**config.mk**
```make
export PLATFORM = sky130hd
export DESIGN_NAME = rosi_resolve
export DESIGN_NICKNAME = d
export VERILOG_FILES = /design/src/rtl/rosi_pkg.sv /design/src/rtl/rosi_resolve.sv
export SDC_FILE = /design/constraint.sdc
export NUM_CORES = 1
export LEC_CHECK = 0
export BUFFER_PORTS_ARGS = -buffer_cell sky130_fd_sc_hd__buf_2
export CAP_MARGIN = 20
export CORE_MARGIN = 4
export CORE_UTILIZATION = 45
export CTS_CLUSTER_DIAMETER = 50
export DETAILED_ROUTE_END_ITERATION = 7
export PLACE_DENSITY = 0.7
export SKIP_CTS_REPAIR_TIMING = 1
export SYNTH_ARGS = -nofsm -noshare
export SYNTH_HDL_FRONTEND = slang
export SYNTH_SLANG_ARGS = --single-unit
```
**constraint.sdc**
```tcl
create_clock -name clk -period 21.4 [get_ports clk]
set_clock_uncertainty 0.15 [all_clocks]
set_input_delay 3.21 -clock clk [delete_from_list [all_inputs] [get_ports clk]]
set_output_delay 3.21 -clock clk [all_outputs]
set_load 0.05 [all_outputs]
```
**src/rtl/rosi_pkg.sv**
```systemverilog
// ----------------------------------------------------------------------------
// rosi_pkg
// Shared widths, register codes, reset values and flag types for the
// ray / oriented box slab intersection block.
// ----------------------------------------------------------------------------
package rosi_pkg;

  localparam int COORD_BITS_DEF = 16;
  localparam int T_BITS_DEF     = 32;
  localparam int LANE_BITS      = 16;
  localparam int FRAC_T         = 16;
  localparam int HALF_SHIFT     = 14;   // Q8.8 half-extent to the Q.22 scale
  localparam int CFG_BITS       = 48;
  localparam int AXES           = 3;
  localparam int APB_DATA_W     = 64;
  localparam int APB_ADDR_W     = 6;
  localparam int OUT_T_BITS     = 32;

  localparam logic [CFG_BITS-1:0] CENTER_RST = 48'h0000_0000_0000;
  localparam logic [CFG_BITS-1:0] AXIS_A_RST = 48'h0000_0000_4000;
  localparam logic [CFG_BITS-1:0] AXIS_B_RST = 48'h0000_4000_0000;
  localparam logic [CFG_BITS-1:0] AXIS_C_RST = 48'h4000_0000_0000;
  localparam logic [CFG_BITS-1:0] HALF_RST   = 48'h0100_0100_0100;

  typedef enum logic [2:0] {
    REG_CENTER = 3'd0,
    REG_AXIS_A = 3'd1,
    REG_AXIS_B = 3'd2,
    REG_AXIS_C = 3'd3,
    REG_HALF   = 3'd4
  } reg_idx_t;

  typedef struct packed {
    logic par;        // direction projection is zero
    logic par_miss;   // parallel and origin outside the slab
    logic neg1;       // sign of the near-plane distance
    logic neg2;       // sign of the far-plane distance
  } slab_flags_t;

  // origin minus center
  function automatic int delta_w(int c);
    return ((c > LANE_BITS) ? c : LANE_BITS) + 1;
  endfunction

  // signed slab numerator: three products summed, plus the half-extent
  function automatic int num_w(int c);
    return delta_w(c) + LANE_BITS + 3;
  endfunction

  // signed direction projection
  function automatic int den_w(int c);
    return c + LANE_BITS + 2;
  endfunction

endpackage

```
**src/rtl/rosi_resolve.sv**
```systemverilog
// ----------------------------------------------------------------------------
// rosi_resolve
// Three-stage back end: signed slab distances and ordering, entry / exit
// narrowing over the axes, then hit decision and output clamping.
// ----------------------------------------------------------------------------
module rosi_resolve import rosi_pkg::*; #(
  parameter int Q_BITS = T_BITS_DEF
) (
  input  logic                  clk,
  input  logic                  rst,
  input  logic                  en,
  input  logic                  in_valid,
  input  logic [Q_BITS-1:0]     q1 [AXES],
  input  logic                  s1 [AXES],
  input  logic [Q_BITS-1:0]     q2 [AXES],
  input  logic                  s2 [AXES],
  input  slab_flags_t           flags [AXES],
  output logic                  out_valid,
  output logic                  hit,
  output logic [OUT_T_BITS-1:0] t_near,
  output logic [OUT_T_BITS-1:0] t_far
);

  localparam int TW = Q_BITS + 1;
  localparam int OW = ((Q_BITS > OUT_T_BITS) ? Q_BITS : OUT_T_BITS) + 1;
  localparam logic signed [TW-1:0] TMAX = $signed({1'b0, {Q_BITS{1'b1}}});

  logic                 v1, v2;
  logic signed [TW-1:0] t1_c [AXES];
  logic signed [TW-1:0] t2_c [AXES];
  logic signed [TW-1:0] lo [AXES];
  logic signed [TW-1:0] hi [AXES];
  logic                 par [AXES];
  logic                 pmiss [AXES];

  logic signed [TW-1:0] enter_c, exit_c;
  logic signed [TW-1:0] enter, exit_t;
  logic                 miss;

  logic                 hit_c;
  logic signed [OW-1:0] enter_x, exit_x;

  always_comb begin
    for (int i = 0; i < AXES; i++) begin
      logic [Q_BITS-1:0] m1, m2;
      m1 = s1[i] ? {Q_BITS{1'b1}} : q1[i];
      m2 = s2[i] ? {Q_BITS{1'b1}} : q2[i];
      t1_c[i] = flags[i].neg1 ? -$signed({1'b0, m1}) : $signed({1'b0, m1});
      t2_c[i] = flags[i].neg2 ? -$signed({1'b0, m2}) : $signed({1'b0, m2});
    end
  end

  always_comb begin
    enter_c = -TMAX;
    exit_c  = TMAX;
    for (int i = 0; i < AXES; i++) begin
      if (!par[i]) begin
        if (lo[i] > enter_c) enter_c = lo[i];
        if (hi[i] < exit_c)  exit_c  = hi[i];
      end
    end
  end

  assign hit_c   = !miss && !(enter > exit_t) && !exit_t[TW-1];
  assign enter_x = OW'(enter);
  assign exit_x  = OW'(exit_t);

  always_ff @(posedge clk) begin
    if (rst) begin
      v1        <= 1'b0;
      v2        <= 1'b0;
      out_valid <= 1'b0;
    end else if (en) begin
      v1        <= in_valid;
      v2        <= v1;
      out_valid <= v2;
    end
  end

  always_ff @(posedge clk) begin
    if (en) begin
      for (int i = 0; i < AXES; i++) begin
        lo[i]    <= (t1_c[i] > t2_c[i]) ? t2_c[i] : t1_c[i];
        hi[i]    <= (t1_c[i] > t2_c[i]) ? t1_c[i] : t2_c[i];
        par[i]   <= flags[i].par;
        pmiss[i] <= flags[i].par && flags[i].par_miss;
      end
      enter  <= enter_c;
      exit_t <= exit_c;
      miss   <= pmiss[0] || pmiss[1] || pmiss[2];
      hit    <= hit_c;
      t_near <= (hit_c && !enter[TW-1]) ? enter_x[OUT_T_BITS-1:0] : '0;
      t_far  <= hit_c ? exit_x[OUT_T_BITS-1:0] : '0;
    end
  end

endmodule

```
Word level (Yosys, flattened, before mapping). Memory sizes are Yosys's and may differ from the RTL's. Cells that the tools add are included.

Register bits after elaboration: 135. Latch bits: 0. RAM bits: 204. Bits in read-only memories: 0. Output and inout bits: 66. Word-level logic and storage cells: 73. Memories kept: 4.

Add/sub/neg operators: 6. Multiply operators: 0. Div/mod/pow operators: 0. Order comparisons: 10. Equality and inequality tests: 0. Shifts and indexed selects: 0. Muxes and demuxes: 32. Bitwise logic cells: 0. Reductions and logical operators: 12.

Memories: hi (words 3, width 33, rd ports 3, clocked after memory_dff 0, write ports 3, line rosi_resolve.sv:32) `logic signed [TW-1:0] hi [AXES];`; lo (words 3, width 33, rd ports 3, clocked after memory_dff 0, write ports 3, line rosi_resolve.sv:31) `logic signed [TW-1:0] lo [AXES];`; par (words 3, width 1, rd ports 3, clocked after memory_dff 0, write ports 3, line rosi_resolve.sv:33) `logic par [AXES];`; pmiss (words 3, width 1, rd ports 3, clocked after memory_dff 0, write ports 3, line rosi_resolve.sv:34) `logic pmiss [AXES];`.

Operator list (number): 33-bit 2-to-1 mux (24); 33-bit greater-than comparator (6); 32-bit negation with 33-bit output (6); 32-bit 2-to-1 mux (6); 33-bit < comparator (2); 33-bit greater-than comparator (second input constant) (1); 33-bit < comparator (second input constant) (1); 1-bit logical AND (6); 1-bit zero test (4); 1-bit logical OR (2); 1-bit 2-to-1 mux (2).

Logic depth before layout (Yosys ltp). Gate-level depths: netlist of run 1.

Depth in word-level cells: 9. Mapped depth: 27. Gate-level depth less buffers: 24.

Least setup slack after synthesis of run 1. No wires, ideal clock.

Path type: input port to flip-flop. From: input s1[2] in the netlist's numbering. To: memory hi[0][22] in the netlist's numbering (data pin). Library setup time: 0.260 ns. Arrival: 8.668 ns. Data required time: 20.990 ns. Path slack: 12.322 ns. Stages: 25. Path buffers: 5. Path through: clkbuf_1 -> clkbuf_1 -> clkbuf_1 -> nor2_1 -> ha_1 -> or3b_2 -> or4_1 -> nor2_1 -> nand2_1 -> or4_1 -> o31a_1 -> a21oi_1 -> o32a_1 -> inv_1 -> ha_1 -> a21oi_1 -> nor2b_1 -> o21ai_0 -> a21oi_1 -> o21a_1 -> a2111oi_0 -> a21oi_1 -> clkbuf_1 -> buf_1 -> mux2_2.

RTL lines: start, declared (line rosi_resolve.sv:14) `input logic s1 [AXES],`; end, declared (line rosi_resolve.sv:32).

==> reports/metrics.cfg, run 1 <==
[power]
power.internal_w=0.00154
p_leak_nw=13.0
irDropWorstVdd_v=0.0000508
switchingPower_w=0.000841
finalPower_w=0.00238
p_seq_frac=0.396
clkPwrFrac=0.271
switching_share=0.354
powerDensity_nw_per_um2=78.3
share_comb_of_total_power=0.333

[min_path]
hold_path_class=register to register

[setup_path]
crit_required_ps=21540
cp-start-kind=primary input
r2r_start=par[0][0]$_DFFE_PP_
arrival_ps=9390
r2r_slack_ps=13450
path_cells=buf_2 -> nor2_1 -> ha_1 -> or3b_2 -> or4_1 -> nor2_1 -> nand2_1 -> or4_1 -> o31a_1 -> a21oi_1 -> o32a_1 -> inv_1 -> ha_1 -> a21oi_1 -> nor2b_1 -> o21ai_0 -> a21oi_1 -> o21a_1 -> a2111oi_0 -> a21oi_4 -> buf_4 -> mux2_2
r2r_cells=21
critPathMaxStageDelay_ps=830
crit_slowest_cell=a2111oi_0
end_kind=register
crit_type=primary input to register
worst_r2r_endpoint=exit_t[26]$_DFFE_PP_
crit_top_cell=a21oi_1
cp-endpoint=hi[0][22]$_DFFE_PP_
critPathMaxFanout=64
cp-startpoint=s1[2]

[timing]
max_slew_margin=0.309
finalSetupViolCount=0
max_freq_mhz=108
holdWs_ps=337
fin_setup_tns_ps=0
period_needed_ps=9260
max_slew.worst_pin.slew_ps=1040
fin_crit_sh=0.433
hold_viol_final=0
finalMaxSlewViolations=0
rsz0062_at_grt=false

[synthesis]
synth_top_family_by_area=simple AND/OR/NAND/NOR gates
synth_seq_cells=339
synthMuxAreaShare=0.112
netlist_instances=2859
seq_area_frac_synth=0.375
synth_fa_ha_area_frac=0.124
synth-simple-area-share=0.165
synth_fp_nets=3341
synth.distinct_cells=79
synth_compound_area_frac=0.151
synth_area_um2=27000
synth-xor-area-share=0.0236
yosys_warnings=0
synth_edf_count=336
async_flop_share=0
synth_area_per_cell_um2=9.46
ys.flop_type=edfxtp_1

[route]
wl_per_cell_um=19.5
drt-initial-drc-count=1993
highest_layer=met4
drtAntennaViolNets=0
wl_met3_um=5380
wl_um=75700
m1WireLength_um=32300
dr.pass1.iters=6
via_per_inst=5.79
dr_wl_met2_um=35600
vias=22500
drc=0

[outcome]
status=finished clean

[floorplanning]
io_pins=280
die-area_um2=64100
core_um2=59200
initial_utilization=0.456
die_h_um=253
num_rows=89
die_x_um=253

[run]
cap_viol_max_count=0

[placed_design]
placed_cells=3800
gp_congestion=0.961
portBuffers=279
placed_area_um2=29100
hpwl_um=61000

[grt]
first_global_vias=20500
overflow=0
grt_max_degree=100
antenna_found_initial=0
grt_usage=0.228
grt_pass1_wl_um=115000

[cells_and_area]
final_common_cell=edfxtp_1
fin_cells=3876
nets=3552
layout_common_cells=336 x edfxtp_1, 299 x nor2_1, 278 x buf_2, 268 x ha_1, 243 x mux2i_1
drive_gt1_frac=0.145
final_area_um2=30400
syn2layout_area_growth_pct=12.4

[clock_network]
cts_buffer_depth=3
clock-root-buffer=clkbuf_16
cts_sinks=339
cts_tree=built
clk_latency_ps=550
clkSlewWorstSetupHoldPaths_ps=60
cts_made_buffers=40
htree_num_levels=2

cell families (layout without fill, tap and decap cells):
family | Yosys count | count (layout)
compound gates | 644 | 644
simple gates | 891 | 891
buf+inv | 349 | 591
flops | 339 | 339
xor+xnor | 72 | 72
fa+ha+maj | 268 | 268
other cells | 0 | 2
mux | 296 | 296
metal layers:
layer  vias up  global-route usage
met5         -                   0
met4         0              0.0700
met3       128              0.0293
met2       819               0.383
met1     10500               0.309
li1      11000                   -
power groups by stage:
stage	combinational (W)	sequential [W]	clock [W]
2_1_floorplan	0.000509	0.000945	0
3_3_place_gp	0.000759	0.000955	0
3_5_place_dp	0.000774	0.000956	0
4_1_cts	0.000780	0.000942	0.000652
5_1_grt	0.000876	0.000950	0.000682
6_report	0.000791	0.000943	0.000645
stage by stage:
stage	setup slack [ps]	utilization
after floorplan	12320	-
after global routing	11550	0.513
after global placement	11770	0.491
final	12140	0.513
after detailed placement	11620	0.491
after CTS	12180	0.513
critical path: cells and delay by family:
family                   cells  cell delay (ps)
AO/OA/AOI/OAI                9             2130
multiplexers                 1              400
adder cells (fa/ha/maj)      2              510
buffers and inverters        3              890
AND/OR/NAND/NOR              7             2190
area by class of cell:
| type | count | area (um2) |
|---|---|---|
| fill | 5421 | 28800 |
| multi-input combinational | 2171 | 15600 |
| sequential | 339 | 10100 |
| timing repair buffer | 295 | 1530 |
| clock buffer | 51 | 1080 |
| tap | 773 | 967 |
| inverter | 223 | 837 |
| clock inverter | 22 | 175 |
| antenna | 2 | 5.00 |
sequential cells by signal, summed over array words and instances (netlist names), 3 cells and up:
name,cells
pmiss,3
lo,99
par,3
t_near,32
enter,33
hi,99
t_far,32
exit_t,33
worst min-delay path by stage:
stage / from / to / cells after the start
floorplan: v1$_SDFFE_PP0P_ / v1$_SDFFE_PP0P_ / 2
global placement: out_valid$_SDFFE_PP0P_ / out_valid$_SDFFE_PP0P_ / 2
detailed placement: out_valid$_SDFFE_PP0P_ / out_valid$_SDFFE_PP0P_ / 2
CTS: out_valid$_SDFFE_PP0P_ / out_valid$_SDFFE_PP0P_ / 2
global route: v1$_SDFFE_PP0P_ / v1$_SDFFE_PP0P_ / 2
finish: out_valid$_SDFFE_PP0P_ / out_valid$_SDFFE_PP0P_ / 2
cells in the mapped netlist (53+ instances only):
cell,n,share of area
inv_1,219,0.030
mux2_2,53,0.022
and2_1,70,0.016
nand2b_1,55,0.013
edfxtp_1,336,0.37
nand2_1,157,0.022
mux2i_1,243,0.090
o31ai_1,56,0.016
a21oi_1,157,0.029
ha_1,268,0.12
nor2_1,299,0.042
o21ai_0,194,0.036
clkbuf_1,108,0.015
No activity file was read; power rests on OpenSTA's default activity.
==> run 2: changes to the inputs <==
ABC_AREA = 1   (was default)
PLACE_DENSITY = 0.72   (was 0.7)
clock period = 7.85 ns   (was 21.4 ns; I/O delays follow)
==> run 2 against run 1 <==
- area after synthesis up 1.9%
- sequential cell count unchanged
- final cell count up 19%
- utilization down 0.16 points
- total power rose to 3.1 times the previous value
- sequential share of layout area down 0.57 points
- global-route usage up 1.9 points
- count of clock-buffer cells in the layout down 1
- critical endpoint is now exit_t[10]$_DFFE_PP_
==> reports/metrics.cfg, run 2 <==
[timing]
layout_setup_ws_ps=987
rsz0062_at_grt=false
fin_crit_sh=0.874
period_needed_ps=6860
finalSetupViolCount=0
max_slew_margin=0.270
fin_setup_tns_ps=0
finalMaxSlewViolations=0
max_slew.worst_pin.slew_ps=1090
hold_viol_final=0
max_freq_mhz=146

[clock_network]
cts_made_buffers=43
cts_tree=built
htree_num_levels=2
cts_sinks=339
clock-root-buffer=clkbuf_16
cts_buffer_depth=3
clkSlewWorstSetupHoldPaths_ps=60
clk_latency_ps=570

[setup_path]
crit_type=register to register
worst_r2r_endpoint=exit_t[10]$_DFFE_PP_
r2r_start=par[0][0]$_DFFE_PP_
arrival_ps=6980
r2r_slack_ps=990
end_kind=register
crit_required_ps=7970
critPathMaxFanout=63
cp-start-kind=register
r2r_cells=25

[floorplanning]
io_pins=280
num_rows=90
initial_utilization=0.456
die-area_um2=65200
core_um2=60500
die_x_um=255
die_h_um=255

[route]
dr.pass1.iters=7
wl_per_cell_um=18.2
drt-initial-drc-count=2855
wl_um=84000
drtAntennaViolNets=0
drc=0
vias=25000
via_per_inst=5.41

[synthesis]
netlist_instances=3597
synth_area_um2=27600
async_flop_share=0
synth.distinct_cells=59
synth_seq_cells=339
synth_area_per_cell_um2=7.66
synth_largest_area_cell=edfxtp_1
synth_edf_count=336
yosys_warnings=0
synth_top_area_frac=0.366
synth_fp_nets=4079
synth_common_cells=879 x nand2_1, 434 x nor2_1, 433 x inv_1
ys.flop_type=edfxtp_1
yosys-top-cells-area=edfxtp_1 37%, ha_1 12%, nand2_1 12%, nor2_1 5.9%, inv_1 5.9%
yosysMostFrequentCell=nand2_1
seq_area_frac_synth=0.368

[min_path]
min_delay_path_depth=2
hold_end=out_valid$_SDFFE_PP0P_
hold_path_class=register to register
holdCritStartpoint=v2$_SDFFE_PP0P_

[power]
irDropWorstVdd_v=0.000179
p_leak_nw=14.4
powerDensity_nw_per_um2=239
finalPower_w=0.00740

[cells_and_area]
layout_common_cells=879 x nand2_1, 434 x nor2_1, 433 x inv_1, 336 x edfxtp_1, 278 x buf_2
final_common_cell=nand2_1
antenna_cells=0
drive_gt1_frac=0.123
largestRegisters=hi x99, lo x99
nets=4290
syn2layout_area_growth_pct=12.2

[placed_design]
gp_congestion=0.990
portBuffers=279
hpwl_um=68300
place_ws_ps=1080

[grt]
grt_pass1_wl_um=128000
first_global_vias=22700
grt_usage=0.247
antenna_found_initial=1
grt_max_degree=200
overflow=0

[run]
cap_viol_max_count=0

[outcome]
status=finished clean

## run 2: cell types whose count changed in the layout (fill, tap and decap cells not counted), moves of 55 or more
cell,previous run,this run
and2_1,70,2
inv_1,219,433
mux2i_1,243,0
nand2_1,157,879
nand2b_1,55,0
nand3_1,38,145
nand4_1,49,115
nor2_1,299,434
xor2_1,20,142
## run 2: power breakdown
part	total, W	switching, W	internal (W)
Combinational	0.00274	0.00189	0.000857
Clock	0.00192	0.000801	0.00111
Sequential	0.00274	0.000279	0.00246
Total	0.00740	0.00297	0.00443
## run 2: cells by family after synthesis
logic type,count (synthesis),share of synthesized area
AND/OR/NAND/NOR,1750,0.274
buffers and inverters,582,0.0828
adder cells (fa/ha/maj),268,0.122
AO/OA/AOI/OAI,483,0.0949
XOR/XNOR,175,0.0581
flip-flops,339,0.368
## run 2: worst max path at each step
stage	start	endpoint	slack, ps
floorplan	s2[2]	hi[0][18]$_DFFE_PP_	2400
global placement	s1[2]	lo[0][18]$_DFFE_PP_	1140
detailed placement	s1[2]	lo[0][18]$_DFFE_PP_	1080
CTS	par[0][0]$_DFFE_PP_	exit_t[9]$_DFFE_PP_	1180
global route	par[0][0]$_DFFE_PP_	exit_t[10]$_DFFE_PP_	380
finish	par[0][0]$_DFFE_PP_	exit_t[10]$_DFFE_PP_	990
## run 2: area by class of cell
cell class,instances,area [um2]
tap,782,978
timing repair buffer,298,1590
clock buffer,50,1120
sequential,339,10100
multi-input combinational,2676,15100
inverter,450,1690
clock inverter,28,262
fill,5738,29500
## run 2: metal layers
layer	track usage	part of all wire	up-vias
li1	-	-	12400
met1	0.357	0.44	11400
met2	0.383	0.44	1067
met3	0.0355	0.087	130
met4	0.0752	0.031	2
met5	0	0.00018	-
## run 2: critical path, cell delays in order, from the launching register on
cell	delay, ps
edfxtp_1	380
inv_1	710
nand2_1	170
ha_1	420
nand2_1	80
nor2_1	150
nand2_1	130
nor3b_1	290
nand2_1	150
nand3_1	110
nand3_1	120
inv_2	680
o21ai_0	340
ha_1	440
nand2_1	70
inv_1	90
nand3_1	90
nor3_1	290
nand2_1	160
nor4b_1	300
nand2_1	150
nand3_2	100
nand3_2	340
buf_4	360
nand2_1	80
nand2_1	170
## run 2: through the flow
stage,cells,cell area (um2),util,hold slack [ps]
3_3_place_gp,4544,29500,0.488,291
2_1_floorplan,3597,27600,-,280
4_1_cts,4622,30900,0.511,302
6_report,4623,30900,0.511,299
3_5_place_dp,4544,29500,0.488,292
5_1_grt,4623,30900,0.511,309
